<file path="config.mk">
export PLATFORM = sky130hd
export DESIGN_NAME = pc_front
export DESIGN_NICKNAME = d
export VERILOG_FILES = /design/src/sv/pc_pkg.sv /design/src/sv/pc_front.sv
export SDC_FILE = /design/constraint.sdc
export NUM_CORES = 2
export LEC_CHECK = 0
export BUFFER_PORTS_ARGS = -buffer_cell sky130_fd_sc_hd__buf_2
export CAP_MARGIN = 0
export CORE_UTILIZATION = 45
export CTS_BUF_LIST = sky130_fd_sc_hd__clkbuf_4 sky130_fd_sc_hd__clkbuf_8
export CTS_CLUSTER_DIAMETER = 50
export DETAILED_ROUTE_END_ITERATION = 12
export PLACE_DENSITY = 0.65
export SLEW_MARGIN = 20
export SYNTH_ARGS = -nofsm -noshare
export SYNTH_HDL_FRONTEND = slang
export SYNTH_SLANG_ARGS = --single-unit
export TNS_END_PERCENT = 1
</file>
<file path="constraint.sdc">
create_clock -name aclk -period 17.75 [get_ports aclk]
set_clock_uncertainty 0.1 [all_clocks]
set_input_delay 3.55 -clock aclk [delete_from_list [all_inputs] [get_ports aclk]]
set_output_delay 3.55 -clock aclk [all_outputs]
set_load 0.03 [all_outputs]
</file>
<file path="src/sv/pc_pkg.sv">
// Shared constants and width helpers for the streaming correlation block.
`timescale 1ns / 1ps
package pc_pkg;

    localparam int MAX_SAMPLES_DEF = 65536;
    localparam int SAMPLE_BITS_DEF = 16;
    localparam int SUM_CAP = 64;
    localparam int QUEUE_DEPTH = 2;
    localparam int CORR_W = 16;
    localparam int QUOT_W = 18;
    localparam int DIV_EXTRA = 80;

    function automatic int cnt_width(input int max_s);
        return $clog2(max_s + 1);
    endfunction

    function automatic int cap_width(input int w);
        return (w > SUM_CAP) ? SUM_CAP : w;
    endfunction

    function automatic int sx_width(input int max_s, input int sb);
        return cap_width(sb + cnt_width(max_s));
    endfunction

    function automatic int sxx_width(input int max_s, input int sb);
        return cap_width(2 * sb - 2 + cnt_width(max_s));
    endfunction

    function automatic int sxy_width(input int max_s, input int sb);
        return cap_width(2 * sb - 1 + cnt_width(max_s));
    endfunction

    function automatic int entry_width(input int max_s, input int sb);
        return cnt_width(max_s) + 2 * sx_width(max_s, sb) + 2 * sxx_width(max_s, sb)
            + sxy_width(max_s, sb);
    endfunction

endpackage

</file>
<file path="src/sv/pc_front.sv">
// Front end: accepts sample pairs, keeps running sums, queues a snapshot per series.
`timescale 1ns / 1ps
module pc_front #(
    parameter int MAX_SAMPLES = pc_pkg::MAX_SAMPLES_DEF,
    parameter int SAMPLE_BITS = pc_pkg::SAMPLE_BITS_DEF
) (
    input  logic aclk,
    input  logic aresetn,
    input  logic s_valid,
    output logic s_ready,
    input  logic signed [SAMPLE_BITS-1:0] s_x_sample,
    input  logic signed [SAMPLE_BITS-1:0] s_y_sample,
    input  logic s_last_sample,
    input  logic q_full,
    output logic q_push,
    output logic [pc_pkg::entry_width(MAX_SAMPLES, SAMPLE_BITS)-1:0] q_data
);
    import pc_pkg::*;

    localparam int CW = cnt_width(MAX_SAMPLES);
    localparam int SX_W = sx_width(MAX_SAMPLES, SAMPLE_BITS);
    localparam int SXX_W = sxx_width(MAX_SAMPLES, SAMPLE_BITS);
    localparam int SXY_W = sxy_width(MAX_SAMPLES, SAMPLE_BITS);
    localparam int PW = 2 * SAMPLE_BITS;

    logic [CW-1:0] count_reg, count_next;
    logic signed [SX_W-1:0] sx_reg, sx_next, sy_reg, sy_next;
    logic [SXX_W-1:0] sxx_reg, sxx_next, syy_reg, syy_next;
    logic signed [SXY_W-1:0] sxy_reg, sxy_next;
    logic signed [PW-1:0] xx, yy, xy;
    logic take, room;

    assign s_ready = !q_full;
    assign take = s_valid && s_ready;
    assign room = count_reg < CW'(MAX_SAMPLES);

    assign xx = s_x_sample * s_x_sample;
    assign yy = s_y_sample * s_y_sample;
    assign xy = s_x_sample * s_y_sample;

    always_comb begin
        count_next = count_reg;
        sx_next = sx_reg;
        sy_next = sy_reg;
        sxx_next = sxx_reg;
        syy_next = syy_reg;
        sxy_next = sxy_reg;
        if (room) begin
            count_next = count_reg + CW'(1);
            sx_next = sx_reg + SX_W'(s_x_sample);
            sy_next = sy_reg + SX_W'(s_y_sample);
            sxx_next = sxx_reg + SXX_W'($unsigned(xx));
            syy_next = syy_reg + SXX_W'($unsigned(yy));
            sxy_next = sxy_reg + SXY_W'(xy);
        end
    end

    assign q_push = take && s_last_sample;
    assign q_data = {count_next, sx_next, sy_next, sxx_next, syy_next, sxy_next};

    always_ff @(posedge aclk) begin
        if (!aresetn || q_push) begin
            count_reg <= '0;
            sx_reg <= '0;
            sy_reg <= '0;
            sxx_reg <= '0;
            syy_reg <= '0;
            sxy_reg <= '0;
        end else if (take) begin
            count_reg <= count_next;
            sx_reg <= sx_next;
            sy_reg <= sy_next;
            sxx_reg <= sxx_next;
            syy_reg <= syy_next;
            sxy_reg <= sxy_next;
        end
    end

    a_count_bound: assert property (@(posedge aclk) disable iff (!aresetn)
        count_reg <= CW'(MAX_SAMPLES))
        else $error("pair count passed its limit");

endmodule

</file>
==> qor.txt <==
Status = complete, but fails checks
Violations in the final reports = DRC
Worst Path Max Fanout = 26
Vias in the first global route = 39700
Drt initial violations = 2753
Layout cells sized above 1 = 8.41%
Layout fillers = 10100
Post-synth top flop = dfxtp_1
F_max = 60.9 MHz
Synth async-reset ratio = 0%
Yosys top cell area share = 34.8%
CP peak stage delay = 680 ps
CP max-delay cell = a41oi_2
Worst Path Arrival = 12770 ps
Hpwl dp = 109000 um
Crit share post-route = 92.5%
Post-synthesis sequential area ratio = 9.35%
Core footprint = 0.106 mm^2
Die Height = 329 um
Least-Margin Pin Slew = 1130 ps
Register-to-Register Path Depth = 17
Cts hold-fix bufs = 0
Post-place setup slack = 1560 ps
YS warnings = 0
CP Capture Type = output pin
Cell Area, Synth = 0.0482 mm^2
Buf+Inv Stages, Crit Path = 8
CTS tree = done
Max reg flops = 48
Top cells by area, synth = fa_1 35%, ha_1 11%, dfxtp_1 9.3%
Max-slew violations = 0
Hold Violations, Final = 0
Synthesized area per cell = 8.38 um^2
Clk Latency, worst-skew pair = 760 ps
CTS sink count = 225
Critical path's top delay family = adder cells
Area leader, netlist = fa_1
DR vias = 39300
Wire per inst = 18.9 um
IO Pins = 264
Initial core utilization = 45.6%
Worst min path class = flop to flop
Drt total wl = 138000 um
Critical path class = primary input to output pin
Via density = 5.37
All-Layer GR Usage = 26.0%
Residual antenna-violating net count after detailed routing = 0
Resize count post-CTS = 0
Fin crit period = 16420 ps
FF-to-FF Start = sxy_reg[9]
Die Wd = 329 um
Max-slew headroom = 24.4%
Min-Delay Path Depth = 2
RSZ-0062 raised after global routing = no
Setup total negative slack = 0 ps
Worst Setup Slack, final = 1330 ps
Detailed Routing Iterations Pass 1 = 9
Num CTS Buffers = 56
Placer Congestion = 0.919
Residual DRC = 8
Flops & latches, synth = 225
Synth Instances = 5752
EDFF count, synth = 0
Cell depth of the worst setup path = 34
Grt ovf = 0
Synth-to-Final Area Change = 8.24%
RR Endpoint = sxy_reg[31]
Maxcap violations = 0
Startpoint class of the critical path = primary input
Root Driver = clkbuf_8
Hold path endpoint = syy_reg[8]
Largest net degree at the start of global routing = 98
Syn Nets = 7065
Worst-case clock buffer depth = 3
# H-tree levels = 2
Hold path start = syy_reg[8]
Critical path required time = 14100 ps
IO Port Bufs = 263
Final setup viols = 0
Row count = 119
Worst R2R Setup Slack = 11110 ps
Post-CTS Repair Setup Buffers = 0
First-pass GRT wire length = 220000 um
# nets final = 7188
DIE AREA = 0.108 mm^2
Clk slew on worst S/H paths = 50 ps
Synth cell types = 88
Antenna violations before repair = 4
Cell mode on critical path = fa_1
cells in the mapped netlist, types with 13 or more instances:
cell type,number
inv_1,1018
fa_1,838
nand2_1,732
ha_1,438
nor2_1,384
o21ai_0,315
a21oi_1,267
dfxtp_1,225
clkbuf_1,218
xnor2_1,177
and2_1,170
xor2_1,140
a21o_1,101
nand3_1,89
nor3_1,72
nand2b_1,48
and3_1,36
nand4_1,34
o21a_1,34
a211oi_1,33
nor2b_1,33
mux2_2,30
or3_1,28
o21bai_1,27
a31oi_1,20
o211ai_1,19
buf_1,17
o31ai_1,13
worst min-delay path, cell delays in order, from the launching register on:
cell     delay, ps
dfxtp_1        320
nand2_1         60
a21oi_1         50
metal layers:
metal	GRT usage (%)	wire length [um]	vias up
li1	-	-	18500
met1	35.1	59300	19500
met2	42.1	64100	1134
met3	6.11	11400	181
met4	6.11	3090	8
met5	0	55	-
how the worst max path moves through the flow:
stage / slack (ps) / end / start
floorplan: 2760 / q_data[127] / s_x_sample[13]
global placement: 1710 / q_data[139] / s_x_sample[7]
detailed placement: 1560 / q_data[139] / s_x_sample[7]
CTS: 1530 / q_data[139] / s_x_sample[7]
global route: 790 / q_data[139] / s_x_sample[7]
finish: 1330 / q_data[139] / s_x_sample[7]
stage by stage:
stage	cell area, um^2	instances	utilization [%]	hold slack [ps]
detailed placement	50700	7208	48.0	369
floorplan	48200	5752	-	345
global route	52200	7313	49.3	388
global placement	50700	7208	48.0	356
finish	52200	7316	49.4	374
CTS	52200	7312	49.3	377
layout by cell type, fill, tap and decap left out, drive strengths merged, types with 30 or more instances in the layout:
cell type / netlist / layout
nor2b: 33 / 33
xnor2: 177 / 177
a21oi: 269 / 269
clkbuf: 218 / 75
o21a: 34 / 34
a21o: 101 / 101
ha: 438 / 438
and2: 170 / 170
mux2: 30 / 30
and3: 36 / 36
nand2b: 48 / 48
xor2: 140 / 140
a211oi: 35 / 35
nand3: 91 / 91
nor3: 72 / 72
nand2: 733 / 733
inv: 1019 / 1020
buf: 23 / 306
nand4: 34 / 34
nor2: 384 / 384
o21ai: 324 / 324
fa: 838 / 838
dfxtp: 225 / 225
area by class of cell:
cell class | instances | area, um^2 | share of cell area, %
tap | 1391 | 1740 | 3.34
sequential | 225 | 4510 | 8.64
timing repair buffer | 306 | 1640 | 3.14
inverter | 1027 | 3850 | 7.39
clock buffer | 75 | 1020 | 1.95
multi-input combinational | 4259 | 39000 | 74.7
clock inverter | 29 | 437 | 0.837
antenna | 4 | 10.0 | 0.0192
cell families (layout without fill, tap and decap cells):
family | Yosys count | count (layout) | synth area share [%]
other | 0 | 4 | 0
adders and majority gates | 1276 | 1276 | 46.2
DFF | 225 | 225 | 9.35
xor gates and xnor gates | 317 | 317 | 5.76
and+or+nand+nor | 1677 | 1677 | 15.7
buffers and inverters | 1268 | 1437 | 9.89
muxes | 39 | 39 | 0.888
AOI/OAI and AO/OA | 950 | 950 | 12.2
Power is left out: the tool's default activity adds up to more than one toggle a clock period on the data nets, which glitch-free logic cannot reach.
