File: config.mk
export PLATFORM = sky130hd
export DESIGN_NAME = pc_back
export DESIGN_NICKNAME = d
export VERILOG_FILES = /design/src/sv/pc_pkg.sv /design/src/sv/pc_back.sv
export SDC_FILE = /design/constraint.sdc
export NUM_CORES = 2
export LEC_CHECK = 0
export ABC_AREA = 0
export CAP_MARGIN = 5
export CORE_UTILIZATION = 35
export DETAILED_ROUTE_END_ITERATION = 7
export DONT_BUFFER_PORTS = 1
export PLACE_DENSITY = 0.51
export SYNTH_ARGS = -nofsm -noshare
export SYNTH_HDL_FRONTEND = slang
export SYNTH_SLANG_ARGS = --single-unit
File: constraint.sdc
create_clock -name aclk -period 31.8 [get_ports aclk]
set_input_delay 1.59 -clock aclk [delete_from_list [all_inputs] [get_ports aclk]]
set_output_delay 1.59 -clock aclk [all_outputs]
set_load 0.005 [all_outputs]
File: src/sv/pc_pkg.sv
// Shared constants and width helpers for the streaming correlation block.
`timescale 1ns / 1ps
package pc_pkg;

    localparam int MAX_SAMPLES_DEF = 65536;
    localparam int SAMPLE_BITS_DEF = 16;
    localparam int SUM_CAP = 64;
    localparam int QUEUE_DEPTH = 2;
    localparam int CORR_W = 16;
    localparam int QUOT_W = 18;
    localparam int DIV_EXTRA = 80;

    function automatic int cnt_width(input int max_s);
        return $clog2(max_s + 1);
    endfunction

    function automatic int cap_width(input int w);
        return (w > SUM_CAP) ? SUM_CAP : w;
    endfunction

    function automatic int sx_width(input int max_s, input int sb);
        return cap_width(sb + cnt_width(max_s));
    endfunction

    function automatic int sxx_width(input int max_s, input int sb);
        return cap_width(2 * sb - 2 + cnt_width(max_s));
    endfunction

    function automatic int sxy_width(input int max_s, input int sb);
        return cap_width(2 * sb - 1 + cnt_width(max_s));
    endfunction

    function automatic int entry_width(input int max_s, input int sb);
        return cnt_width(max_s) + 2 * sx_width(max_s, sb) + 2 * sxx_width(max_s, sb)
            + sxy_width(max_s, sb);
    endfunction

endpackage

File: src/sv/pc_back.sv
// Back end: forms the centered moments, takes two roots and divides out r.
`timescale 1ns / 1ps
module pc_back #(
    parameter int MAX_SAMPLES = pc_pkg::MAX_SAMPLES_DEF,
    parameter int SAMPLE_BITS = pc_pkg::SAMPLE_BITS_DEF
) (
    input  logic aclk,
    input  logic aresetn,
    input  logic q_empty,
    input  logic [pc_pkg::entry_width(MAX_SAMPLES, SAMPLE_BITS)-1:0] q_data,
    output logic q_pop,
    output logic m_valid,
    input  logic m_ready,
    output logic signed [pc_pkg::CORR_W-1:0] m_correlation,
    output logic m_zero_spread,
    output logic [pc_pkg::cnt_width(MAX_SAMPLES)-1:0] m_pair_count
);
    import pc_pkg::*;

    localparam int CW = cnt_width(MAX_SAMPLES);
    localparam int SX_W = sx_width(MAX_SAMPLES, SAMPLE_BITS);
    localparam int SXX_W = sxx_width(MAX_SAMPLES, SAMPLE_BITS);
    localparam int SXY_W = sxy_width(MAX_SAMPLES, SAMPLE_BITS);
    localparam int EW = entry_width(MAX_SAMPLES, SAMPLE_BITS);

    typedef enum logic [3:0] {
        ST_IDLE, ST_LOAD, ST_MUL, ST_CHECK, ST_NORM, ST_SQRT, ST_PROD, ST_DIV, ST_DONE
    } state_t;

    typedef enum logic [2:0] {
        P_NXX, P_XX, P_NYY, P_YY, P_NXY, P_XY
    } prod_t;

    state_t state_reg;
    prod_t step_reg;
    logic [EW-1:0] ent_reg;
    logic [CW-1:0] n_e;
    logic signed [SX_W-1:0] sx_e, sy_e;
    logic [SXX_W-1:0] sxx_e, syy_e;
    logic signed [SXY_W-1:0] sxy_e;
    logic [63:0] n64, sx64, sy64, sxx64, syy64, sxy64;
    logic [63:0] op_a, op_b;
    logic op_sub;

    logic [63:0] md_reg, mr_reg, acc_reg, a_reg, b_reg, c_reg;
    logic [63:0] v_reg, r_reg, mag_reg;
    logic signed [5:0] k_reg, ka_reg;
    logic [4:0] i_reg;
    logic second_reg, neg_reg, sat_reg, zs_reg;
    logic [30:0] root_a_reg, root_b_reg;
    logic [61:0] denom_reg, rem_reg;
    logic [QUOT_W-1:0] q_reg;
    logic [7:0] cnt_reg;

    logic m_valid_reg, zs_out_reg;
    logic signed [CORR_W-1:0] corr_reg;
    logic [CW-1:0] pc_reg;

    // Square root step
    logic [63:0] sq_bit, sq_t, sq_v_next, sq_r_next;
    logic sq_ge;
    // Division step
    logic [62:0] dv_trial;
    logic dv_ge;
    logic [61:0] dv_rem_next;
    logic [QUOT_W-1:0] dv_q_next;
    // Rounding and saturation
    logic [QUOT_W-1:0] rq;
    logic signed [CORR_W-1:0] corr_calc;
    logic signed [6:0] s_sum;
    logic out_free;

    assign {n_e, sx_e, sy_e, sxx_e, syy_e, sxy_e} = ent_reg;
    assign n64 = 64'(n_e);
    assign sx64 = 64'(sx_e);
    assign sy64 = 64'(sy_e);
    assign sxx64 = 64'(sxx_e);
    assign syy64 = 64'(syy_e);
    assign sxy64 = 64'(sxy_e);

    always_comb begin
        case (step_reg)
            P_NXX: begin op_a = n64; op_b = sxx64; op_sub = 1'b0; end
            P_XX: begin op_a = sx64; op_b = sx64; op_sub = 1'b1; end
            P_NYY: begin op_a = n64; op_b = syy64; op_sub = 1'b0; end
            P_YY: begin op_a = sy64; op_b = sy64; op_sub = 1'b1; end
            P_NXY: begin op_a = n64; op_b = sxy64; op_sub = 1'b0; end
            P_XY: begin op_a = sx64; op_b = sy64; op_sub = 1'b1; end
            default: begin op_a = '0; op_b = '0; op_sub = 1'b0; end
        endcase
    end

    always_comb begin
        sq_bit = 64'(1) << {i_reg, 1'b0};
        sq_t = r_reg + sq_bit;
        sq_ge = v_reg >= sq_t;
        sq_v_next = sq_ge ? v_reg - sq_t : v_reg;
        sq_r_next = sq_ge ? (r_reg >> 1) + sq_bit : r_reg >> 1;
    end

    always_comb begin
        dv_trial = {rem_reg, mag_reg[63]};
        dv_ge = dv_trial >= {1'b0, denom_reg};
        dv_rem_next = dv_ge ? 62'(dv_trial - {1'b0, denom_reg}) : dv_trial[61:0];
        dv_q_next = {q_reg[QUOT_W-2:0], dv_ge};
    end

    assign s_sum = 7'(ka_reg) + 7'(k_reg);

    always_comb begin
        rq = QUOT_W'(({1'b0, q_reg} + (QUOT_W + 1)'(1)) >> 1);
        if (zs_reg) begin
            corr_calc = '0;
        end else if (neg_reg) begin
            if (sat_reg || rq >= QUOT_W'(32768)) begin
                corr_calc = {1'b1, {(CORR_W - 1){1'b0}}};
            end else begin
                corr_calc = CORR_W'(-$signed({1'b0, rq}));
            end
        end else begin
            if (sat_reg || rq >= QUOT_W'(32767)) begin
                corr_calc = {1'b0, {(CORR_W - 1){1'b1}}};
            end else begin
                corr_calc = CORR_W'(rq);
            end
        end
    end

    assign out_free = !m_valid_reg || m_ready;
    assign q_pop = (state_reg == ST_IDLE) && !q_empty;
    assign m_valid = m_valid_reg;
    assign m_correlation = corr_reg;
    assign m_zero_spread = zs_out_reg;
    assign m_pair_count = pc_reg;

    always_ff @(posedge aclk) begin
        if (!aresetn) begin
            state_reg <= ST_IDLE;
            m_valid_reg <= 1'b0;
        end else begin
            if (m_valid_reg && m_ready && !(state_reg == ST_DONE && out_free)) begin
                m_valid_reg <= 1'b0;
            end
            case (state_reg)
                ST_IDLE: begin
                    if (!q_empty) begin
                        ent_reg <= q_data;
                        step_reg <= P_NXX;
                        acc_reg <= '0;
                        state_reg <= ST_LOAD;
                    end
                end
                ST_LOAD: begin
                    md_reg <= op_a;
                    mr_reg <= op_b;
                    state_reg <= ST_MUL;
                end
                ST_MUL: begin
                    if (mr_reg == '0) begin
                        state_reg <= (step_reg == P_XY) ? ST_CHECK : ST_LOAD;
                        case (step_reg)
                            P_NXX: step_reg <= P_XX;
                            P_XX: begin
                                a_reg <= acc_reg;
                                acc_reg <= '0;
                                step_reg <= P_NYY;
                            end
                            P_NYY: step_reg <= P_YY;
                            P_YY: begin
                                b_reg <= acc_reg;
                                acc_reg <= '0;
                                step_reg <= P_NXY;
                            end
                            P_NXY: step_reg <= P_XY;
                            P_XY: c_reg <= acc_reg;
                            default: step_reg <= P_NXX;
                        endcase
                    end else begin
                        if (mr_reg[0]) begin
                            acc_reg <= op_sub ? acc_reg - md_reg : acc_reg + md_reg;
                        end
                        md_reg <= md_reg << 1;
                        mr_reg <= mr_reg >> 1;
                    end
                end
                ST_CHECK: begin
                    neg_reg <= c_reg[63];
                    mag_reg <= c_reg[63] ? 64'(0) - c_reg : c_reg;
                    sat_reg <= 1'b0;
                    q_reg <= '0;
                    if (a_reg == '0 || b_reg == '0) begin
                        zs_reg <= 1'b1;
                        state_reg <= ST_DONE;
                    end else begin
                        zs_reg <= 1'b0;
                        v_reg <= a_reg;
                        k_reg <= '0;
                        second_reg <= 1'b0;
                        state_reg <= ST_NORM;
                    end
                end
                ST_NORM: begin
                    // Bring the value into [2^60, 2^62) two bits at a time.
                    if (v_reg[63:62] != 2'b00) begin
                        v_reg <= v_reg >> 2;
                        k_reg <= k_reg - 6'sd1;
                    end else if (v_reg[63:60] == 4'b0000) begin
                        v_reg <= v_reg << 2;
                        k_reg <= k_reg + 6'sd1;
                    end else begin
                        r_reg <= '0;
                        i_reg <= 5'd31;
                        state_reg <= ST_SQRT;
                    end
                end
                ST_SQRT: begin
                    r_reg <= sq_r_next;
                    i_reg <= i_reg - 5'd1;
                    if (i_reg == '0 && !second_reg) begin
                        root_a_reg <= sq_r_next[30:0];
                        ka_reg <= k_reg;
                        v_reg <= b_reg;
                        k_reg <= '0;
                        second_reg <= 1'b1;
                        state_reg <= ST_NORM;
                    end else begin
                        v_reg <= sq_v_next;
                        if (i_reg == '0) begin
                            root_b_reg <= sq_r_next[30:0];
                            state_reg <= ST_PROD;
                        end
                    end
                end
                ST_PROD: begin
                    denom_reg <= root_a_reg * root_b_reg;
                    rem_reg <= '0;
                    if (s_sum < 0) begin
                        mag_reg <= mag_reg >> (-s_sum);
                        cnt_reg <= 8'(DIV_EXTRA);
                    end else begin
                        cnt_reg <= 8'(DIV_EXTRA) + 8'(s_sum);
                    end
                    state_reg <= ST_DIV;
                end
                ST_DIV: begin
                    mag_reg <= mag_reg << 1;
                    rem_reg <= dv_rem_next;
                    q_reg <= dv_q_next;
                    cnt_reg <= cnt_reg - 8'd1;
                    if (dv_q_next[QUOT_W-1]) begin
                        sat_reg <= 1'b1;
                        state_reg <= ST_DONE;
                    end else if (cnt_reg == 8'd1) begin
                        state_reg <= ST_DONE;
                    end
                end
                ST_DONE: begin
                    if (out_free) begin
                        m_valid_reg <= 1'b1;
                        corr_reg <= corr_calc;
                        zs_out_reg <= zs_reg;
                        pc_reg <= n_e;
                        state_reg <= ST_IDLE;
                    end
                end
                default: state_reg <= ST_IDLE;
            endcase
        end
    end

    a_zero_flag: assert property (@(posedge aclk) disable iff (!aresetn)
        (m_valid_reg && zs_out_reg) |-> (corr_reg == '0))
        else $error("flagged result carries a nonzero coefficient");

    a_roots_normal: assert property (@(posedge aclk) disable iff (!aresetn)
        (state_reg == ST_PROD) |-> (root_a_reg[30] && root_b_reg[30]))
        else $error("square root left its normalized range");

    a_denom_normal: assert property (@(posedge aclk) disable iff (!aresetn)
        (state_reg == ST_DIV) |-> (denom_reg[61:60] != 2'b00))
        else $error("divisor below its normalized range");

endmodule

==> results.md <==
- Status: finished with violations
- Failing checks: design-rule violations
- Mapped Nets: 10990
- Top-area cell type share of the netlist area: 33.8%
- Routed wire per std cell: 22.4 um
- Share of cells above drive strength 1: 6.13%
- CTS resizes: 0
- Skew-Pair Late Insertion Delay: 0.79 ns
- DRT antenna net count: 0
- Worst-margin pin slew: 1.24 ns
- Area grow syn2layout: 8.58%
- Final setup fails: 0
- Synth cell types: 99
- Hold buffers post-CTS: 0
- EDFF count, synth: 1071
- Top post-synthesis cells by area: edfxtp_1 34%, fa_1 18%, ha_1 7.0%, nand2_1 4.5%, inv_1 3.9%
- Critical Path Source Type: flop
- Worst hold path depth: 0
- Largest register FFs: 225
- Max cap viols: 0
- Largest net degree at the start of global routing: 88
- CTS buffer count: 133
- Hold_ws: 0.461 ns
- Routability cong.: 0.933
- Num rows: 191
- Crit. End Element: flop
- Post-CTS setup buffer count: 0
- Max FO, Critical Path: 31
- Vias per inst: 5.40
- DR pass1 iterations: 8
- CTS max path bufs: 3
- Mapped Area: 95100 um^2
- Fin crit period: 9.53 ns
- Clock sinks: 1076
- Hpwl dp: 216000 um
- Vias in the first global route: 72032
- Worst slew margin: 17.2%
- Final hold viol count: 0
- Final Cycle Share: 30.0%
- Crit path arrival time: 10.02 ns
- Static power due to leakage: 41.7 nW
- Worst R2R Path Depth: 27
- Fin Clk Skew: 0.0629 ns
- H-Tree Depth: 4
- IO Pins: 265
- Initial drt markers: 4965
- Routed vias: 69155
- Chip Width: 523 um
- Final #Nets: 10723
- Syn avg cell area: 10.1 um^2
- DRC Markers: 13
- Hold crit path type: flop to flop
- Setup slack, reg-to-reg: 22.27 ns
- Port-buffer cells: 0
- Cell taking the most area after synthesis: edfxtp_1
- Slew Limit Fails: 0
- Clk slew on worst S/H paths: 0.06 ns
- Gate Count Post-Synth: 9384
- Die Footprint: 274000 um^2
- Kind of critical path: flop to flop
- GR Util All Layers: 21.0%
- Synth warn: 0
- Drt total wl: 287000 um
- Cell area power density: 41.1 nW/um^2
- Top_reg_cell synth: edfxtp_1
- First-pass GRT wire length: 442000 um
- Fmax achieved: 0.105 GHz
- Initial antenna violation count: 27
- TritonCTS clock tree: built
- CTS Root Cell: clkbuf_16
- Register area share after synthesis: 33.9%
- Yosys reg bits: 1076
- RSZ-0062 raised after global routing: false
- Worst vdd ir: 0.0616 mV
- CP required: 32.30 ns
- Sum Neg Setup Slack: 0 ns
- Global route overflow: 0
- Initial Util: 35.2%
- Async set-reset flop share out of synthesis: 0%
- Die height: 523 um
- Core ar.: 271000 um^2
-- report_power, final --
group / leakage [nW] / internal, mW / switching (mW)
combinational: 29.8 / 0.324 / 0.545
sequential: 9.77 / 1.70 / 0.104
clock: 2.15 / 0.920 / 0.657
total: 41.7 / 2.94 / 1.31
-- path summary, 6_finish.rpt --
check                              startpoint               end
worst max-delay path            root_b_reg[5]     denom_reg[61]
worst max register to register  root_b_reg[5]     denom_reg[61]
worst min register to register   ent_reg[222]  m_pair_count[14]
worst min-delay path             ent_reg[222]  m_pair_count[14]
-- stage by stage --
stage | cells | total power, mW | util [%] | area [um^2] | worst slack [ns]
after floorplan | 9384 | 2.45 | - | 95100 | 7.64
after global placement | 12552 | 2.69 | 36.5 | 98800 | 22.40
after detailed placement | 12552 | 2.70 | 36.5 | 98800 | 22.32
after CTS | 12790 | 4.28 | 38.2 | 103000 | 22.27
after global routing | 12796 | 4.42 | 38.2 | 103000 | 21.79
final | 12801 | 4.25 | 38.2 | 103000 | 22.27
-- critical path, stage by stage (launching register included) --
cell      delay [ns]
edfxtp_1        1.11
and2_1          0.27
fa_1            0.44
fa_1            0.50
fa_1            0.51
inv_1           0.05
fa_1            0.49
inv_1           0.06
fa_1            0.49
inv_1           0.05
fa_1            0.53
inv_1           0.05
fa_1            0.50
fa_1            0.45
ha_1            0.38
inv_1           0.08
nor4_1          0.57
o211a_1         0.25
a21oi_1         0.17
o21ai_2         0.29
a211o_1         0.20
a31oi_1         0.20
o41ai_2         0.43
o221a_2         0.30
nand3_1         0.12
or3_1           0.42
a32oi_1         0.24
xnor2_1         0.08
-- per-layer routing --
metal | GRT usage [%] | part of all wire [%]
met5 | 0 | 0.080
met1 | 25.6 | 41
met3 | 3.03 | 4.8
met4 | 9.44 | 4.9
met2 | 36.8 | 49
-- layout make-up --
type                       count  area (um^2)
antenna                       11         27.5
fill                       26854       167000
inverter                     993         3730
timing repair buffer         124          931
clock buffer                 151         3450
tap                         3570         4470
multi-input combinational   6789        57400
clock inverter                87         1030
sequential                  1076        32300
-- layout by cell type (no fill, tap or decap), types with 19 or more instances in the layout --
cell type	Yosys	routed
nand2_1	1142	1140
edfxtp_1	1071	1071
inv_1	990	989
fa_1	842	842
and2_1	564	563
ha_1	535	533
o21ai_0	458	457
nor2_1	448	443
a21oi_1	441	439
xnor2_1	270	267
xor2_1	240	237
a21o_1	215	215
clkbuf_16	0	135
mux2i_1	125	125
buf_4	1	124
nand4_1	100	100
a31oi_1	96	96
nor2b_1	97	94
a222oi_1	84	84
nand3_1	82	81
nor4_1	80	79
nor3_1	83	78
mux4_2	76	76
o21bai_1	65	65
mux2_2	63	63
o21a_1	62	62
a211oi_1	59	58
o221ai_1	50	50
nand2b_1	49	48
and3_1	47	46
o31ai_1	44	44
or3_1	43	42
clkinv_1	1	25
a22oi_1	24	24
o211ai_1	19	19
-- cell usage after synthesis (47+ instances only) --
cell type and number:
a211oi_1 59, a21o_1 215, a21oi_1 441, a222oi_1 84
a31oi_1 96, and2_1 564, and3_1 47, clkbuf_1 486
edfxtp_1 1071, fa_1 842, ha_1 535, inv_1 990
mux2_2 63, mux2i_1 125, mux4_2 76, nand2_1 1142
nand2b_1 49, nand3_1 82, nand4_1 100, nor2_1 448
nor2b_1 97, nor3_1 83, nor4_1 80, o21a_1 62
o21ai_0 458, o21bai_1 65, o221ai_1 50, xnor2_1 270
xor2_1 240
-- cell families after synthesis --
group                    after synthesis  share of synthesized area, %
AO/OA/AOI/OAI                       1833                          12.6
XOR/XNOR                             510                          4.70
adder cells (fa/ha/maj)             1377                          24.8
buffers and inverters               1519                          6.02
flip-flops                          1076                          33.9
multiplexers                         264                          3.86
AND/OR/NAND/NOR                     2805                          14.2
No activity file was read; power rests on OpenSTA's default activity.
