===== src/sv/pc_pkg.sv =====
// Shared constants and width helpers for the streaming correlation block.
`timescale 1ns / 1ps
package pc_pkg;

    localparam int MAX_SAMPLES_DEF = 65536;
    localparam int SAMPLE_BITS_DEF = 16;
    localparam int SUM_CAP = 64;
    localparam int QUEUE_DEPTH = 2;
    localparam int CORR_W = 16;
    localparam int QUOT_W = 18;
    localparam int DIV_EXTRA = 80;

    function automatic int cnt_width(input int max_s);
        return $clog2(max_s + 1);
    endfunction

    function automatic int cap_width(input int w);
        return (w > SUM_CAP) ? SUM_CAP : w;
    endfunction

    function automatic int sx_width(input int max_s, input int sb);
        return cap_width(sb + cnt_width(max_s));
    endfunction

    function automatic int sxx_width(input int max_s, input int sb);
        return cap_width(2 * sb - 2 + cnt_width(max_s));
    endfunction

    function automatic int sxy_width(input int max_s, input int sb);
        return cap_width(2 * sb - 1 + cnt_width(max_s));
    endfunction

    function automatic int entry_width(input int max_s, input int sb);
        return cnt_width(max_s) + 2 * sx_width(max_s, sb) + 2 * sxx_width(max_s, sb)
            + sxy_width(max_s, sb);
    endfunction

endpackage


===== src/sv/pc_fifo.sv =====
// Short queue of per-series sum snapshots between front and back end.
`timescale 1ns / 1ps
module pc_fifo #(
    parameter int WIDTH = 8,
    parameter int DEPTH = pc_pkg::QUEUE_DEPTH
) (
    input  logic aclk,
    input  logic aresetn,
    input  logic push,
    input  logic [WIDTH-1:0] push_data,
    input  logic pop,
    output logic [WIDTH-1:0] pop_data,
    output logic full,
    output logic empty
);
    import pc_pkg::*;

    localparam int PTR_W = (DEPTH > 1) ? $clog2(DEPTH) : 1;
    localparam int CNT_W = $clog2(DEPTH + 1);

    logic [WIDTH-1:0] mem [DEPTH];
    logic [PTR_W-1:0] wr_ptr_reg, rd_ptr_reg;
    logic [CNT_W-1:0] fill_reg;

    assign full = fill_reg == CNT_W'(DEPTH);
    assign empty = fill_reg == '0;
    assign pop_data = mem[rd_ptr_reg];

    always_ff @(posedge aclk) begin
        if (push) begin
            mem[wr_ptr_reg] <= push_data;
        end
    end

    always_ff @(posedge aclk) begin
        if (!aresetn) begin
            wr_ptr_reg <= '0;
            rd_ptr_reg <= '0;
            fill_reg <= '0;
        end else begin
            if (push) begin
                wr_ptr_reg <= (wr_ptr_reg == PTR_W'(DEPTH - 1)) ? '0 : wr_ptr_reg + PTR_W'(1);
            end
            if (pop) begin
                rd_ptr_reg <= (rd_ptr_reg == PTR_W'(DEPTH - 1)) ? '0 : rd_ptr_reg + PTR_W'(1);
            end
            if (push && !pop) begin
                fill_reg <= fill_reg + CNT_W'(1);
            end else if (pop && !push) begin
                fill_reg <= fill_reg - CNT_W'(1);
            end
        end
    end

    a_no_overflow: assert property (@(posedge aclk) disable iff (!aresetn)
        push |-> (!full || pop))
        else $error("queue written while full");

endmodule


===== config.mk =====
export PLATFORM = sky130hd
export DESIGN_NAME = pc_fifo
export DESIGN_NICKNAME = d
export VERILOG_FILES = /design/src/sv/pc_pkg.sv /design/src/sv/pc_fifo.sv
export SDC_FILE = /design/constraint.sdc
export NUM_CORES = 1
export LEC_CHECK = 0
export BUFFER_PORTS_ARGS = -buffer_cell sky130_fd_sc_hd__buf_2
export CORE_MARGIN = 4
export CORE_UTILIZATION = 48
export CTS_CLUSTER_SIZE = 16
export DETAILED_ROUTE_END_ITERATION = 16
export HOLD_SLACK_MARGIN = 0.1
export PLACE_DENSITY = 0.74
export SETUP_SLACK_MARGIN = 0.1
export SYNTH_ARGS = -nofsm -noshare
export SYNTH_HDL_FRONTEND = slang
export SYNTH_SLANG_ARGS = --single-unit

===== constraint.sdc =====
create_clock -name aclk -period 1.5 [get_ports aclk]
set_clock_uncertainty 0.1 [all_clocks]
set_input_delay 0 -clock aclk [delete_from_list [all_inputs] [get_ports aclk]]
set_output_delay 0 -clock aclk [all_outputs]
set_load 0.02 [all_outputs]

==> results of run 1 <==
-- what timing repair did --
item                       4_1_cts  5_1_grt
pin swaps                        0        1
hold endpoints to repair        21        1
setup endpoints to repair        8        9
hold buffers                    11        1
resized for setup                1        2
-- routing by layer --
metal	part of all wire [%]	global-route usage, %	vias to the layer above
li1	-	-	245
met4	0.81	4.04	0
met3	3.9	3.07	2
met2	54	22.2	13
met1	41	14.1	234
met5	0	0	-
-- metrics by stage --
stage,hold slack [ns],worst slack [ns],area (sq um),cells
2_1_floorplan,-0.00113,0.296,795,47
3_3_place_gp,0.0883,0.343,930,85
3_5_place_dp,0.0915,0.334,930,85
4_1_cts,0.106,0.123,1070,100
5_1_grt,0.315,0.0893,1090,101
6_report,0.316,0.129,1090,101
-- final cells by class --
cell class | instances | area (sq um) | area share [%]
timing repair buffer | 35 | 240 | 22.0
sequential | 21 | 584 | 53.5
tap | 16 | 20.0 | 1.83
clock buffer | 4 | 26.3 | 2.41
multi-input combinational | 24 | 218 | 19.9
inverter | 1 | 3.75 | 0.344
-- worst paths after layout --
path / start / cells past startpoint / slack, ns / to
max: push / 5 / 0.13 / wr_ptr_reg$_SDFFE_PN0P_
max reg2reg: wr_ptr_reg$_SDFFE_PN0P_ / 1 / 0.35 / mem[1][0]$_DFFE_PP_
min reg2reg: fill_reg[1]$_SDFFE_PN0P_ / 2 / 0.43 / fill_reg[1]$_SDFFE_PN0P_
min: push_data[2] / 2 / 0.32 / mem[1][2]$_DFFE_PP_
-- cells in the final DEF, fill, tap and decap left out --
cell type,netlist,routed
a21boi_1,1,1
and2_1,4,4
and2b_2,1,1
buf_2,1,21
buf_4,0,2
clkbuf_1,0,1
clkbuf_4,0,3
dfxtp_1,5,4
dfxtp_4,0,1
dlygate4sd3_1,0,12
edfxtp_1,16,16
ha_4,0,1
inv_1,1,1
mux2_2,8,8
nor2_1,1,1
nor2b_1,2,2
o21a_1,1,1
o21ai_0,1,1
or3_1,1,1
xnor2_1,1,1
xor2_1,2,2
-- power breakdown --
group	leakage [nW]	internal (mW)	switching [mW]	total (mW)
logic	0.231	0.108	0.0990	0.207
clock network	0.0150	0.103	0.157	0.260
registers	0.192	0.666	0.0232	0.689
total	0.438	0.877	0.279	1.16
-- critical path, delay by kind of cell --
kind | cells | cell delay (ns)
AND/OR/NAND/NOR | 1 | 0.15
buffers and inverters | 3 | 1.24
AO/OA/AOI/OAI | 1 | 0.13
-- cell families after synthesis --
family	Yosys count	synth area share, %
AND/OR/NAND/NOR	9	7.09
multiplexers	8	11.3
buffers and inverters	2	1.10
flip-flops	21	73.1
AO/OA/AOI/OAI	3	2.52
adder cells (fa/ha/maj)	1	1.57
XOR/XNOR	3	3.31
==> reports/qor.yml, run 1 <==
finalHoldViolCount: 0
cp.arrival_ns: 1.52
max_freq_mhz: 729
crit_chain: "dlygate4sd3_1 -> buf_2 -> dlygate4sd3_1 -> nor2b_1 -> o21a_1"
setup_violations: 0
post-cts-setup-buffers: 0
dr.pass1.iters: 2
ys_top_cells_by_count: "edfxtp_1, mux2_2, dfxtp_1"
drt_first_iter_violations: 1
rsz0062_at_grt: "false"
synthCells: 47
dieArea_sq_mm: 0.00237
wl_per_cell_microns: 13.4
numCtsBuffers: 3
cts_tree: "done"
grt_pass1_vias: 536
synth.area.top_cells: "edfxtp_1, dfxtp_1, mux2_2"
htreeDepth: 1
row_count: 14
drive_gt1_share_pct: 43.5
drv_slew: 0
grtUsageTotal_pct: 12.3
drt_wl_total_microns: 1350
crit_slowest_cell: "dlygate4sd3_1"
gp_congestion: 0.675
cts_root_buffer: "clkbuf_4"
core_sq_mm: 0.00154
antenna_found_initial: 0
grt_pass1_wl_microns: 2280
setup.worst_path.class: "in -> reg"
crit_path_max_fanout: 4
largest_reg_flops: 16
viasPerCell: 4.89
post-route-min-period_ns: 1.37
holdCritPathClass: "in -> reg"
synth_edf_count: 16
clkTransAtPathRegs_ns: 0.11
ys_seq_elements: 21
postRouteAntennaNets: 0
clock_sinks: 21
ys.warnings.count: 0
fill_cells: 111
status: "completed"
yosys.area.top_type: "edfxtp_1"
portBuffers: 21
ios: 22
syn2layout_area_growth_pct: 37.5
synthesis.nets: 60
grt_max_degree: 12
num_antenna_cells: 0
die_h_microns: 48.7
total_power_mw: 1.16
fin_crit_sh_pct: 91.4
grt.overflow.total: 0
start_util_pct: 51.5
drc: 0
hpwl_microns: 938
fin_nets: 99
synth_area_per_cell_sq_um: 16.9
worst_ep_required_time_ns: 1.65
p_per_area_mw_per_mm2: 1060
cp-end-kind: "flip-flop"
synth_async_sr_flop_share_pct: 0
vdd_drop_max_mv: 0.589
relSlewSlack_pct: 73.5
num_vias: 494
p_leak_nw: 0.438
seq_area_frac_synth_pct: 73.1
synth_area_sq_um: 795
fin_setup_tns_ns: 0
clk_path_buf_depth: 2
clkLatencyLatePin_ns: 0.29
timing.max_cap.violations: 0
synth_cell_types: 16
worstSetupStartpointType: "input pin"
synth_most_common_cell: "edfxtp_1"
slowest_delay_ns: 0.56
critPathMostFrequentCell: "dlygate4sd3_1"
fp.dieW_microns: 48.7
synth_top_area_share_pct: 60.5
fin_util_pct: 70.9
worst_pin_slew_ns: 0.398
synth_ff_type: "edfxtp_1"
No activity file was read; power rests on OpenSTA's default activity.
==> run 2, diff against run 1 <==
--- a/config.mk
+++ b/config.mk
@@ -11,7 +11,7 @@
 export CTS_CLUSTER_SIZE = 16
 export DETAILED_ROUTE_END_ITERATION = 16
 export HOLD_SLACK_MARGIN = 0.1
-export PLACE_DENSITY = 0.74
+export PLACE_DENSITY = 0.85
 export SETUP_SLACK_MARGIN = 0.1
 export SYNTH_ARGS = -nofsm -noshare
 export SYNTH_HDL_FRONTEND = slang
==> reports/qor.yml, run 2 (synthesis gave the netlist of run 1 again) <==
setup.worst_path.class: "in -> reg"
timing.max_cap.violations: 0
max_freq_mhz: 734
grt.overflow.total: 0
postRouteAntennaNets: 0
fill_cells: 124
layout_common_cells: "buf_2, edfxtp_1, dlygate4sd3_1"
drive_gt1_share_pct: 44.6
cp.arrival_ns: 1.49
row_count: 14
cts_root_buffer: "clkbuf_4"
antenna_found_initial: 0
start_util_pct: 51.5
setup_violations: 0
status: "completed"
post-cts-setup-buffers: 0
fin_crit_sh_pct: 90.9
numCtsBuffers: 3
fin_cells: 99
drv_slew: 0
wl_per_cell_microns: 13.1
drt_wl_total_microns: 1300
num_vias: 484
dieArea_sq_mm: 0.00237
grt_max_degree: 12
gp_congestion: 0.640
worst_ep_required_time_ns: 1.62
htreeDepth: 1
p_int_uw: 873
post-route-min-period_ns: 1.36
drt_first_iter_violations: 6
fin_ws_ns: 0.137
grt_pass1_vias: 552
cp-end-kind: "flip-flop"
fin_util_pct: 69.8
p_switching_uw: 267
core_sq_mm: 0.00154
rsz0062_at_grt: "false"
portBuffers: 21
layout_commonest_cell: "buf_2"
holdCritPathClass: "in -> reg"
ios: 22
seqPwrFrac_pct: 60.4
fin_nets: 97
clock_sinks: 21
crit_path_max_fanout: 3
num_antenna_cells: 0
worstSetupStartpointType: "input pin"
combinationalPowerShare_pct: 17.6
die_h_microns: 48.7
p_leak_nw: 0.429
fp.dieW_microns: 48.7
swShare_pct: 23.4
clkTransAtPathRegs_ns: 0.10
fin_setup_tns_ns: 0
viasPerCell: 4.89
place_ws_ns: 0.330
clkLatencyLatePin_ns: 0.28
cts_tree: "done"
dr.pass1.iters: 3
p_per_area_mw_per_mm2: 1060
placed_area_sq_um: 922
worst_pin_slew_ns: 0.406
drc: 0
fin_area_sq_mm: 0.00108
dp_cells: 84
vdd_drop_max_mv: 0.649
grtUsageTotal_pct: 12.9
largest_reg_flops: 16
relSlewSlack_pct: 72.9
regArea_sq_um: 586
clk_path_buf_depth: 2
pwr-share-clk_pct: 22.0
grt_pass1_wl_microns: 2420
finalHoldViolCount: 0
syn2layout_area_growth_pct: 35.4
multi_input_area_sq_um: 218
run 2: metal layers:
metal	track usage (%)	routed length [microns]
met1	15.2	510
met2	22.0	704
met3	4.29	80
met4	4.04	0
met5	0	0
run 2: metrics by stage:
stage | hold WS (ns) | total power, mW
finish | 0.334 | 1.14
CTS | 0.112 | 1.15
detailed placement | 0.0951 | 0.877
global route | 0.321 | 1.21
floorplan | -0.00113 | 0.815
global placement | 0.0900 | 0.872
run 2: power by group through the flow:
| stage | Combinational (mW) | Clock, mW | Sequential (mW) |
|---|---|---|---|
| 2_1_floorplan | 0.125 | 0 | 0.690 |
| 3_3_place_gp | 0.172 | 0 | 0.700 |
| 3_5_place_dp | 0.175 | 0 | 0.702 |
| 4_1_cts | 0.199 | 0.262 | 0.689 |
| 5_1_grt | 0.225 | 0.290 | 0.693 |
| 6_report | 0.201 | 0.251 | 0.688 |
run 2: final timing paths:
kind / from / endpoint / slack [ns] / cells after the start
worst min-delay path: push_data[7] / mem[1][7]$_DFFE_PP_ / 0.33 / 2
worst min register to register: fill_reg[1]$_SDFFE_PN0P_ / fill_reg[1]$_SDFFE_PN0P_ / 0.41 / 2
worst max register to register: wr_ptr_reg$_SDFFE_PN0P_ / mem[1][0]$_DFFE_PP_ / 0.34 / 1
worst max-delay path: pop / fill_reg[1]$_SDFFE_PN0P_ / 0.14 / 6
run 2: layout make-up:
type | instances | share of cell area, %
sequential | 21 | 54.4
inverter | 1 | 0.349
tap | 16 | 1.86
multi-input combinational | 24 | 20.2
clock buffer | 4 | 2.44
timing repair buffer | 33 | 20.7
run 2: worst max-delay path, stage by stage:
cell and delay [ns]:
dlygate4sd3_1 0.54, buf_2 0.13, inv_1 0.10, ha_4 0.21
or3_1 0.37, a21boi_1 0.14
run 2: repair_timing:
| item | 4_1_cts | 5_1_grt |
|---|---|---|
| hold buffers | 11 | 1 |
| resized for setup | 1 | 3 |
| pin swaps | 0 | 0 |
| endpoints found under the setup margin | 8 | 10 |
| endpoints found under the hold margin | 21 | 1 |
==> run 3, diff against run 2 <==
--- a/config.mk
+++ b/config.mk
@@ -7,11 +7,12 @@
 export LEC_CHECK = 0
 export BUFFER_PORTS_ARGS = -buffer_cell sky130_fd_sc_hd__buf_2
 export CORE_MARGIN = 4
-export CORE_UTILIZATION = 48
+export CORE_UTILIZATION = 52
 export CTS_CLUSTER_SIZE = 16
 export DETAILED_ROUTE_END_ITERATION = 16
 export HOLD_SLACK_MARGIN = 0.1
-export PLACE_DENSITY = 0.85
+export MAX_ROUTING_LAYER = met4
+export PLACE_DENSITY = 0.9
 export SETUP_SLACK_MARGIN = 0.1
 export SYNTH_ARGS = -nofsm -noshare
 export SYNTH_HDL_FRONTEND = slang
==> constraint.sdc (replaced) <==
create_clock -name aclk -period 1.6 [get_ports aclk]
set_clock_uncertainty 0.1 [all_clocks]
set_input_delay 0 -clock aclk [delete_from_list [all_inputs] [get_ports aclk]]
set_output_delay 0 -clock aclk [all_outputs]
set_load 0.02 [all_outputs]
==> reports/qor.yml, run 3 (synthesis gave the netlist of run 1 again) <==
status: "completed"
clkTransAtPathRegs_ns: 0.10
vdd_drop_max_mv: 0.693
crit_path_max_fanout: 3
grt_max_degree: 12
regToRegEndpoint: "wr_ptr_reg$_SDFFE_PN0P_"
worst_ep_required_time_ns: 1.73
num_antenna_cells: 0
p_leak_nw: 0.430
syn2layout_area_growth_pct: 33.2
fin_ws_ns: 0.231
layout_commonest_cell: "buf_2"
fill_cells: 87
drv_slew: 0
clk_path_buf_depth: 2
htreeDepth: 1
place_ws_ns: 0.437
drc: 0
layout_common_cells: "buf_2, edfxtp_1, dlygate4sd3_1"
drt_wl_total_microns: 1410
grtUsageTotal_pct: 15.9
ff2ff_setup_slack_ns: 0.24
num_vias: 479
p_per_area_mw_per_mm2: 1020
max_freq_mhz: 730
gp_congestion: 0.617
grt_pass1_wl_microns: 2220
rsz0062_at_grt: "false"
cts_tree: "done"
slowest_delay_ns: 0.52
worst_pin_slew_ns: 0.375
setup.worst_path.class: "in -> reg"
post-route-min-period_ns: 1.37
numCtsBuffers: 3
wl_per_cell_microns: 14.4
crit_slowest_cell: "dlygate4sd3_1"
post-cts-setup-buffers: 0
row_count: 13
cts_root_buffer: "clkbuf_4"
fin_nets: 97
crit_cells: 6
hold_start: "push"
cp-end-kind: "flip-flop"
fin_hold_ws_ns: 0.112
drive_gt1_share_pct: 42.2
cp_top_family: "buffers and inverters"
timing.max_cap.violations: 0
die_h_microns: 47.1
start_util_pct: 58.2
fin_crit_sh_pct: 85.6
path_buf_inv: 3
antenna_found_initial: 0
relSlewSlack_pct: 75.0
viasPerCell: 4.89
finalHoldViolCount: 0
clock_sinks: 21
min_path_cells: 4
regArea_sq_um: 582
dr.pass1.iters: 2
grt_pass1_vias: 525
holdCritPathClass: "in -> reg"
fin_setup_tns_ns: 0
dp_cells: 83
cp.arrival_ns: 1.50
drt_first_iter_violations: 1
core_sq_mm: 0.00137
holdPathEnd: "fill_reg[1]$_SDFFE_PN0P_"
crit_chain: "dlygate4sd3_1 -> buf_2 -> inv_1 -> ha_1 -> or3_1 -> a21boi_1"
fin_cells: 98
hpwl_microns: 992
ios: 22
clkLatencyLatePin_ns: 0.30
r2r_cells: 3
total_power_mw: 1.08
portBuffers: 21
multi_input_area_sq_um: 205
worstSetupStartpointType: "input pin"
largest_reg_flops: 16
setup_violations: 0
dieArea_sq_mm: 0.00222
postRouteAntennaNets: 0
grt.overflow.total: 0
fp.dieW_microns: 47.1
r2r_start: "wr_ptr_reg$_SDFFE_PN0P_"
==> run 3: cell type report <==
type | count | share of cell area [%]
clock buffers | 4 | 2.48
repair buffers | 33 | 21.0
flip-flops and latches | 21 | 55.0
well taps | 15 | 1.77
multi-input cells | 24 | 19.4
inverters | 1 | 0.355
==> run 3: worst min-delay path, delay by kind of cell <==
family	cells	cell delay [ns]
AND/OR/NAND/NOR	1	0.12
buffers and inverters	1	0.11
adder cells (fa/ha/maj)	1	0.18
AO/OA/AOI/OAI	1	0.06
==> run 3: how the worst max path moves through the flow <==
stage | slack (ns) | endpoint | from
final | 0.23 | fill_reg[1]$_SDFFE_PN0P_ | pop
after global routing | 0.16 | fill_reg[1]$_SDFFE_PN0P_ | pop
after CTS | 0.10 | pop_data[2] | flip-flop
after detailed placement | 0.44 | fill_reg[1]$_SDFFE_PN0P_ | push
after global placement | 0.47 | pop_data[5] | flip-flop
after floorplan | 0.40 | mem[0][0]$_DFFE_PP_ | wr_ptr_reg$_SDFFE_PN0P_
==> run 3: repair_timing <==
item / CTS / global route
gates resized for setup: 0 / 1
endpoints found under the setup margin: 0 / 8
hold endpoints to repair: 21 / 0
hold buffers: 11 / 0
==> run 3: stage by stage <==
| step | utilization, % | cell area (sq um) |
|---|---|---|
| global placement | 67.4 | 921 |
| detailed placement | 67.4 | 921 |
| global route | 77.5 | 1060 |
| CTS | 77.4 | 1060 |
| floorplan | - | 795 |
| finish | 77.5 | 1060 |
==> run 3: per-layer routing <==
layer,vias up,global-route usage (%),wire (microns)
li1,241,-,-
met1,216,17.0,591
met2,16,26.6,709
met3,6,3.45,77
met4,0,9.94,34
met5,-,-,0
==> run 3: report_power, final <==
| part | switching [mW] | leakage, nW | internal (mW) |
|---|---|---|---|
| combinational | 0.0927 | 0.223 | 0.0957 |
| sequential | 0.0220 | 0.192 | 0.624 |
| clock | 0.149 | 0.0150 | 0.0972 |
